[config.mk]
export PLATFORM = sky130hd
export DESIGN_NAME = kcv_ctrl
export DESIGN_NICKNAME = d
export VERILOG_FILES = /design/src/hdl/kcv_pkg.sv /design/src/hdl/kcv_ctrl.sv
export SDC_FILE = /design/constraint.sdc
export NUM_CORES = 1
export LEC_CHECK = 0
export ABC_AREA = 1
export BUFFER_PORTS_ARGS = -buffer_cell sky130_fd_sc_hd__buf_4
export CAP_MARGIN = 30
export CORE_MARGIN = 2
export CORE_UTILIZATION = 45
export DETAILED_ROUTE_END_ITERATION = 8
export PLACE_DENSITY = 0.72
export SLEW_MARGIN = 20
export SYNTH_ARGS = -nofsm -noshare
export SYNTH_HDL_FRONTEND = slang
export SYNTH_SLANG_ARGS = --single-unit
[constraint.sdc]
create_clock -name aclk -period 1.1 [get_ports aclk]
set_input_delay 0.22 -clock aclk [delete_from_list [all_inputs] [get_ports aclk]]
set_output_delay 0.22 -clock aclk [all_outputs]
set_load 0.01 [all_outputs]
[src/hdl/kcv_pkg.sv]
// Shared constants, types and saturation helpers for the tracker.
// No dependencies.
package kcv_pkg;

    localparam int FRAC_BITS = 16;
    localparam int DATA_W    = 32;
    localparam int COV_W     = 48;
    localparam int WIDE_W    = 52;
    localparam int DIV_STEPS = DATA_W - 1;
    localparam int CNT_W     = $clog2(DIV_STEPS);
    localparam int DVD_W     = COV_W + FRAC_BITS;
    localparam int PROD_W    = DATA_W + COV_W;
    localparam int MAG_W     = PROD_W - FRAC_BITS;
    localparam int SUM_W     = COV_W + 1;

    localparam logic [DATA_W-1:0] PN_RESET = 32'd131072;
    localparam logic [DATA_W-1:0] MN_RESET = 32'd655360;

    typedef enum logic {
        CFG_PROCESS_NOISE = 1'b0,
        CFG_MEAS_NOISE    = 1'b1
    } cfg_idx_t;

    typedef enum logic [4:0] {
        OP_NONE, OP_LATCH, OP_FIRST, OP_PRED_A, OP_PRED_B, OP_PRED_C, OP_PRED_D,
        OP_DIV_INIT, OP_DIV_CHK, OP_DIV_STEP, OP_DIV_DONE,
        OP_MUL_SETUP, OP_MUL_LO, OP_MUL_HI, OP_MUL_SUM, OP_MUL_APPLY, OP_OUT
    } dp_op_t;

    typedef enum logic [2:0] {
        MUL_K0_INNOV, MUL_K1_INNOV, MUL_K0_PP, MUL_K0_PV, MUL_K1_PV
    } mul_sel_t;

    typedef enum logic [4:0] {
        ST_IDLE, ST_FIRST, ST_PRED_A, ST_PRED_B, ST_PRED_C, ST_PRED_D,
        ST_DIV_INIT, ST_DIV_CHK, ST_DIV_STEP, ST_DIV_DONE,
        ST_MUL_SETUP, ST_MUL_LO, ST_MUL_HI, ST_MUL_SUM, ST_MUL_APPLY, ST_OUT
    } state_t;

    typedef struct packed {
        dp_op_t   op;
        logic     div_sel;
        mul_sel_t mul_sel;
    } cmd_t;

    typedef struct packed {
        logic div_last;
        logic out_full;
    } sts_t;

    function automatic logic signed [DATA_W-1:0] sat32(input logic signed [WIDE_W-1:0] v);
        if (v[WIDE_W-1:DATA_W-1] != {(WIDE_W-DATA_W+1){v[WIDE_W-1]}}) begin
            return v[WIDE_W-1] ? {1'b1, {(DATA_W-1){1'b0}}} : {1'b0, {(DATA_W-1){1'b1}}};
        end
        return v[DATA_W-1:0];
    endfunction

    function automatic logic signed [COV_W-1:0] sat48(input logic signed [WIDE_W-1:0] v);
        if (v[WIDE_W-1:COV_W-1] != {(WIDE_W-COV_W+1){v[WIDE_W-1]}}) begin
            return v[WIDE_W-1] ? {1'b1, {(COV_W-1){1'b0}}} : {1'b0, {(COV_W-1){1'b1}}};
        end
        return v[COV_W-1:0];
    endfunction

endpackage

[src/hdl/kcv_ctrl.sv]
// Sequencer for predict, gain division and update of the tracker.
// Depends on kcv_pkg.
module kcv_ctrl import kcv_pkg::*; (
    input  logic aclk,
    input  logic aresetn,
    input  logic s_valid,
    output logic s_ready,
    input  sts_t sts,
    output cmd_t cmd
);

    state_t   state_reg, state_next;
    logic     primed_reg, primed_next;
    logic     div_sel_reg, div_sel_next;
    mul_sel_t mul_sel_reg, mul_sel_next;

    always_ff @(posedge aclk) begin
        if (!aresetn) begin
            state_reg   <= ST_IDLE;
            primed_reg  <= 1'b0;
            div_sel_reg <= 1'b0;
            mul_sel_reg <= MUL_K0_INNOV;
        end else begin
            state_reg   <= state_next;
            primed_reg  <= primed_next;
            div_sel_reg <= div_sel_next;
            mul_sel_reg <= mul_sel_next;
        end
    end

    always_comb begin
        state_next   = state_reg;
        primed_next  = primed_reg;
        div_sel_next = div_sel_reg;
        mul_sel_next = mul_sel_reg;
        s_ready      = 1'b0;
        cmd.op       = OP_NONE;
        cmd.div_sel  = div_sel_reg;
        cmd.mul_sel  = mul_sel_reg;
        case (state_reg)
            ST_IDLE: begin
                s_ready = 1'b1;
                if (s_valid) begin
                    cmd.op     = OP_LATCH;
                    state_next = primed_reg ? ST_PRED_A : ST_FIRST;
                end
            end
            ST_FIRST: begin
                cmd.op      = OP_FIRST;
                primed_next = 1'b1;
                state_next  = ST_IDLE;
            end
            ST_PRED_A: begin
                cmd.op     = OP_PRED_A;
                state_next = ST_PRED_B;
            end
            ST_PRED_B: begin
                cmd.op     = OP_PRED_B;
                state_next = ST_PRED_C;
            end
            ST_PRED_C: begin
                cmd.op     = OP_PRED_C;
                state_next = ST_PRED_D;
            end
            ST_PRED_D: begin
                cmd.op       = OP_PRED_D;
                div_sel_next = 1'b0;
                state_next   = ST_DIV_INIT;
            end
            ST_DIV_INIT: begin
                cmd.op     = OP_DIV_INIT;
                state_next = ST_DIV_CHK;
            end
            ST_DIV_CHK: begin
                cmd.op     = OP_DIV_CHK;
                state_next = ST_DIV_STEP;
            end
            ST_DIV_STEP: begin
                cmd.op = OP_DIV_STEP;
                if (sts.div_last) begin
                    state_next = ST_DIV_DONE;
                end
            end
            ST_DIV_DONE: begin
                cmd.op = OP_DIV_DONE;
                if (div_sel_reg) begin
                    mul_sel_next = MUL_K0_INNOV;
                    state_next   = ST_MUL_SETUP;
                end else begin
                    div_sel_next = 1'b1;
                    state_next   = ST_DIV_INIT;
                end
            end
            ST_MUL_SETUP: begin
                cmd.op     = OP_MUL_SETUP;
                state_next = ST_MUL_LO;
            end
            ST_MUL_LO: begin
                cmd.op     = OP_MUL_LO;
                state_next = ST_MUL_HI;
            end
            ST_MUL_HI: begin
                cmd.op     = OP_MUL_HI;
                state_next = ST_MUL_SUM;
            end
            ST_MUL_SUM: begin
                cmd.op     = OP_MUL_SUM;
                state_next = ST_MUL_APPLY;
            end
            ST_MUL_APPLY: begin
                cmd.op = OP_MUL_APPLY;
                if (mul_sel_reg == MUL_K1_PV) begin
                    state_next = ST_OUT;
                end else begin
                    mul_sel_next = mul_sel_t'(mul_sel_reg + 3'd1);
                    state_next   = ST_MUL_SETUP;
                end
            end
            ST_OUT: begin
                if (!sts.out_full) begin
                    cmd.op     = OP_OUT;
                    state_next = ST_IDLE;
                end
            end
            default: begin
                state_next = ST_IDLE;
            end
        endcase
    end

endmodule

==> load_flow_metrics.sql, run 1 <==
INSERT INTO impl_metrics (metric_group, metric, value, unit) VALUES
('placed_design', 'finalWeightedCongestion', '0.893', ''),
('run_status', 'err', '[ERROR DPL-0033] detailed placement checks failed during check placement.', ''),
('die', 'ios', '15', ''),
('die', 'number_of_placement_rows', '13', ''),
('timing', 'last_reported_worst_endpoint_of_the_global_route_repair_pass', 'cmd[4]', ''),
('synth', 'yosysWarnings', '0', ''),
('placed_design', 'preCtsSetupSlack', '-162', 'ps'),
('clocking', 'ctsRootBufferMaster', 'sky130_fd_sc_hd__clkbuf_4', ''),
('synth', 'yosysTopAreaCellShare', '28.9', '%'),
('synth', 'postSynth.topFlopCell', 'sky130_fd_sc_hd__dfxtp_1', ''),
('synth', 'syn-mean-instance-area', '5.84', 'um2'),
('synth', 'netlist_top_cells_area', 'sky130_fd_sc_hd__dfxtp_1 (29%), sky130_fd_sc_hd__nand2_1 (17%), sky130_fd_sc_hd__inv_1 (13%)', ''),
('clocking', 'max-clock-path-buffers', '2', ''),
('global_routing', 'pin_count_of_the_biggest_net_entering_global_routing', '9', ''),
('synth', 'synth_common_cells', 'sky130_fd_sc_hd__nand2_1 (28), sky130_fd_sc_hd__inv_1 (21), sky130_fd_sc_hd__nor2_1 (14)', ''),
('synth', 'synth_most_common_cell', 'sky130_fd_sc_hd__nand2_1', ''),
('synth', 'yosysSeqAreaShare', '28.9', '%'),
('run_status', 'flow.stopped_at', '5_1_grt', ''),
('synth', 'netlist.top_cell.by_area', 'sky130_fd_sc_hd__dfxtp_1', ''),
('clocking', 'number_of_sinks_handled_by_clock_tree_synthesis', '9', ''),
('die', 'initial_core_util', '48.0', '%'),
('synth', 'synthDistinctLibCells', '15', ''),
('synth', 'ys_seq_elements', '9', ''),
('synth', 'synth_edf_count', '0', ''),
('synth', 'mappedNetlistArea', '624', 'um2'),
('placed_design', 'hpwl', '1430', 'um'),
('die', 'fp.dieW', '41.3', 'um'),
('synth', 'synthArstFlopShare', '0', '%'),
('placed_design', 'io_buffers', '14', ''),
('synth', 'mappedNetlistNets', '114', ''),
('run_status', 'run_status', 'stopped before the end', ''),
('die', 'chipHeight', '41.3', 'um'),
('synth', 'netlist_instances', '107', ''),
('timing', 'worst-endpoint-pin-kind', 'output port', ''),
('clocking', 'cts_made_buffers', '3', ''),
('clocking', 'h-tree-depth', '1', ''),
('global_routing', 'number_of_antenna_violations_at_the_first_check_in_global_routing', '0', ''),
('clocking', 'cts.hold.buffers_added', '0', '');
[cell families after synthesis]
family / Yosys count / share of synthesized area [%]
compound gates: 13 / 11.0
fa+ha+maj: 2 / 4.01
flops: 9 / 28.9
simple gates: 61 / 42.3
buf+inv: 22 / 13.8
[through the flow]
step | hold slack, ps | util (%) | std cells | area (um2) | TNS (ps)
detailed placement | 432 | 70.0 | 157 | 911 | -1310
global placement | 431 | 70.0 | 157 | 911 | -1010
floorplan | 318 | - | 107 | 629 | -38.2
CTS | 149 | 87.4 | 168 | 1140 | -2180
[timing repair]
| item | CTS |
|---|---|
| setup buffers | 9 |
| endpoints found under the setup margin | 15 |
| gates resized for setup | 50 |
| pin swaps | 14 |
==> inputs of run 2 (changes only) <==
--- a/config.mk
+++ b/config.mk
@@ -8,10 +8,10 @@
 export ABC_AREA = 1
 export BUFFER_PORTS_ARGS = -buffer_cell sky130_fd_sc_hd__buf_4
 export CAP_MARGIN = 30
-export CORE_MARGIN = 2
-export CORE_UTILIZATION = 45
+export CORE_AREA = 2 2 63 65
 export DETAILED_ROUTE_END_ITERATION = 8
-export PLACE_DENSITY = 0.72
+export DIE_AREA = 0 0 65 67
+export PLACE_DENSITY_LB_ADDON = 0.15
 export SLEW_MARGIN = 20
 export SYNTH_ARGS = -nofsm -noshare
 export SYNTH_HDL_FRONTEND = slang
==> constraint.sdc (replaced) <==
create_clock -name aclk -period 1.4 [get_ports aclk]
set_input_delay 0.28 -clock aclk [delete_from_list [all_inputs] [get_ports aclk]]
set_output_delay 0.28 -clock aclk [all_outputs]
set_load 0.01 [all_outputs]
==> run 2 against run 1 <==
Net effect: the run now ends clean; synthesized cell count did not move; synthesized area did not move.
==> load_flow_metrics.sql, run 2 <==
INSERT INTO impl_metrics (metric_group, metric, value, unit) VALUES
('die', 'fp.dieW', '65', 'um'),
('die', 'initial_core_util', '17.3', '%'),
('synth', 'synth_common_cells', 'sky130_fd_sc_hd__nand2_1 (28), sky130_fd_sc_hd__inv_1 (21), sky130_fd_sc_hd__nor2_1 (14)', ''),
('synth', 'netlist.top_cell.by_area', 'sky130_fd_sc_hd__dfxtp_1', ''),
('detailed_routing', 'via_count', '759', ''),
('worst_setup_path', 'setup.worst_path.end', 'cmd[6]', ''),
('synth', 'postSynth.topFlopCell', 'sky130_fd_sc_hd__dfxtp_1', ''),
('die', 'number_of_placement_rows', '22', ''),
('final_layout', 'final_cell_utilization_of_the_core', '28.0', '%'),
('timing', 'finalSetupViolations', '0', ''),
('detailed_routing', 'avgRoutedWirePerCell', '10.3', 'um'),
('detailed_routing', 'first_iter_violations', '23', ''),
('clocking', 'cts_tree', 'built', ''),
('worst_setup_path', 'critical_path.cell_chain', 'inv_4, nand2_4, inv_2, a21oi_2, o21ai_1, buf_4', ''),
('worst_setup_path', 'biggest_cell_delay_along_the_critical_path', '380', 'ps'),
('placed_design', 'placement.cell_area', '805', 'um2'),
('global_routing', 'globalRouteTotalUtil', '9.08', '%'),
('placed_design', 'io_buffers', '14', ''),
('power', 'power.leakage', '0.517', 'nW'),
('global_routing', 'grt.overflow.total', '0', ''),
('power', 'power.density_cell_area', '1410', 'mW/mm2'),
('timing', 'rsz_0062_raised_after_global_routing', 'yes', ''),
('clocking', 'ctsRootBufferMaster', 'sky130_fd_sc_hd__clkbuf_8', ''),
('worst_setup_path', 'critPathSlowestCell', 'sky130_fd_sc_hd__dfxtp_4', ''),
('worst_setup_path', 'cp-start-kind', 'flip-flop', ''),
('global_routing', 'first_pass_grt_wire_length', '2940', 'um'),
('run_status', 'run_status', 'finished clean', ''),
('detailed_routing', 'via_per_inst', '4.06', ''),
('global_routing', 'number_of_antenna_violations_at_the_first_check_in_global_routing', '0', ''),
('final_layout', 'layout_cell_share_with_drive_strength_beyond_1', '36.7', '%'),
('synth', 'syn-mean-instance-area', '5.84', 'um2'),
('final_layout', 'final_area', '0.00101', 'mm2'),
('final_layout', 'nFillCells', '408', ''),
('die', 'chipHeight', '67', 'um'),
('synth', 'synth_most_common_cell', 'sky130_fd_sc_hd__nand2_1', ''),
('synth', 'mappedNetlistNets', '114', ''),
('worst_setup_path', 'crit_path_start', 'state_reg[3]', ''),
('timing', 'timing.clock.skew', '6.21', 'ps'),
('synth', 'yosysSeqAreaShare', '28.9', '%'),
('global_routing', 'first_global_vias', '674', ''),
('final_layout', 'antenna_cells', '0', ''),
('global_routing', 'pin_count_of_the_biggest_net_entering_global_routing', '9', ''),
('clocking', 'clk_transition_reported_paths', '60', 'ps'),
('detailed_routing', 'drt_pre_antenna_iters', '4', ''),
('worst_setup_path', 'timing.setup.critical_path_class', 'reg -> out', ''),
('placed_design', 'hpwl', '1380', 'um'),
('synth', 'synthArstFlopShare', '0', '%'),
('power', 'vdd_ir_max', '0.406', 'mV'),
('synth', 'yosysWarnings', '0', ''),
('die', 'coreArea', '0.00361', 'mm2'),
('final_layout', 'nNetsFinal', '147', ''),
('clocking', 'number_of_sinks_handled_by_clock_tree_synthesis', '9', ''),
('detailed_routing', 'finalWirelength', '1930', 'um'),
('timing', 'timing_worst_slew_pin_value', '276', 'ps'),
('final_layout', 'finish.cell_count_without_fillers', '187', ''),
('clocking', 'cts_made_buffers', '3', ''),
('min_path', 'worstHoldPathType', 'in -> reg', ''),
('detailed_routing', 'drt_drc_violations_left', '0', ''),
('worst_setup_path', 'crit-reg2reg-capture', 'div_sel_reg', ''),
('synth', 'netlist_top_cells_area', 'sky130_fd_sc_hd__dfxtp_1 (29%), sky130_fd_sc_hd__nand2_1 (17%), sky130_fd_sc_hd__inv_1 (13%)', ''),
('synth', 'ys_seq_elements', '9', ''),
('placed_design', 'dp.cells', '171', ''),
('clocking', 'skew_pair_late_insertion_delay', '240', 'ps'),
('detailed_routing', 'final_antenna_net_count', '0', ''),
('worst_setup_path', 'startpoint_of_the_worst_slack_reg_to_reg_timing_path', 'state_reg[3]', ''),
('timing', 'post-route-period-util', '99.8', '%'),
('synth', 'synth_edf_count', '0', ''),
('clocking', 'h-tree-depth', '1', ''),
('synth', 'mappedNetlistArea', '624', 'um2'),
('worst_setup_path', 'path_max_fanout', '3', ''),
('synth', 'yosysTopAreaCellShare', '28.9', '%'),
('clocking', 'max-clock-path-buffers', '2', ''),
('final_layout', 'largest_register_ff_count', '4', ''),
('synth', 'synthDistinctLibCells', '15', ''),
('timing', 'timing_max_transition_violations_final', '0', ''),
('timing', 'worst_hold_slack', '249', 'ps'),
('die', 'dieArea', '0.00436', 'mm2'),
('worst_setup_path', 'worstPathRequired', '1120', 'ps'),
('timing', 'final-hold-violation-count', '0', ''),
('timing', 'final_period_minus_worst_setup_slack', '1400', 'ps'),
('synth', 'netlist_instances', '107', ''),
('clocking', 'cts.hold.buffers_added', '0', ''),
('placed_design', 'finalWeightedCongestion', '0.786', ''),
('worst_setup_path', 'rr_worst_depth', '9', ''),
('die', 'ios', '15', ''),
('worst_setup_path', 'cp.arrival', '1120', 'ps'),
('final_layout', 'layout_commonest_cell', 'sky130_fd_sc_hd__buf_4', ''),
('job', 'max-cap-violations', '0', ''),
('worst_setup_path', 'setup.worst_path.end_class', 'output pin', ''),
('timing', 'worst_slew_margin_rel', '81.4', '%'),
('final_layout', 'mostFrequentLayoutCells', 'sky130_fd_sc_hd__buf_4 (27), sky130_fd_sc_hd__nand2_1 (25), sky130_fd_sc_hd__inv_1 (18)', ''),
('timing', 'clock.fmax', '715', 'MHz'),
('final_layout', 'areaGrowthSynthToFinish', '61.5', '%'),
('worst_setup_path', 'worst_setup_slack_for_register_to_register_paths', '10', 'ps');
[run 2: worst max-delay path: cells and delay by family (launching register included)]
family	cells	cell delay (ps)
AOI/OAI and AO/OA	2	200
buffers and inverters	3	240
and+or+nand+nor	1	60
DFF	1	380
[run 2: logic make-up (layout without fill, tap and decap cells)]
family / Yosys count / count (layout) / synth area share, %
simple gates: 61 / 61 / 42.3
buf+inv: 22 / 54 / 13.8
compound gates: 13 / 13 / 11.0
flops: 9 / 9 / 28.9
fa+ha+maj: 2 / 2 / 4.01
[run 2: cell type report]
type | instances | area (um2) | share of cell area (%)
Multi-Input combinational cell | 76 | 402 | 39.8
Timing Repair Buffer | 29 | 225 | 22.3
Sequential cell | 9 | 195 | 19.4
Inverter | 21 | 81.3 | 8.06
Tap cell | 48 | 60.1 | 5.96
Clock buffer | 4 | 45.0 | 4.47
[run 2: per-stage QoR]
| stage | worst slack (ps) | setup TNS [ps] | total power, W |
|---|---|---|---|
| floorplan | 182 | 0 | 0.000696 |
| global placement | 9.50 | 0 | 0.000926 |
| detailed placement | 39.2 | 0 | 0.000920 |
| CTS | -14.3 | -49.4 | 0.00133 |
| global route | -41.3 | -133 | 0.00153 |
| finish | 2.14 | 0 | 0.00143 |
[run 2: per-layer routing]
| metal | track usage (%) | routed length (um) | vias up |
|---|---|---|---|
| met5 | 0 | 0 | - |
| met4 | 5.59 | 34 | 0 |
| met3 | 2.20 | 57 | 2 |
| met2 | 15.1 | 975 | 15 |
| met1 | 10.5 | 866 | 340 |
| li1 | - | - | 402 |
[run 2: what timing repair did]
action	in CTS	in global routing
pin swaps	1	3
endpoints found under the setup margin	6	8
buffers inserted	9	3
resized for setup	11	18
[run 2: report_power, final]
part           internal [W]  switching, W  total (W)
combinational      0.000355      0.000366   0.000720
sequential         0.000313     0.0000683   0.000382
clock              0.000200      0.000123   0.000324
total              0.000868      0.000558    0.00143
[run 2: worst min-delay path by stage]
stage | from | to | slack [ps] | cells past startpoint
6_report | aresetn | state_reg[2] | 250 | 3
5_1_grt | aresetn | state_reg[2] | 250 | 3
4_1_cts | aresetn | state_reg[2] | 240 | 3
3_5_place_dp | primed_reg | primed_reg | 480 | 2
3_3_place_gp | primed_reg | primed_reg | 470 | 2
2_1_floorplan | aresetn | state_reg[2] | 380 | 2
(Power assumes the default switching activity.)
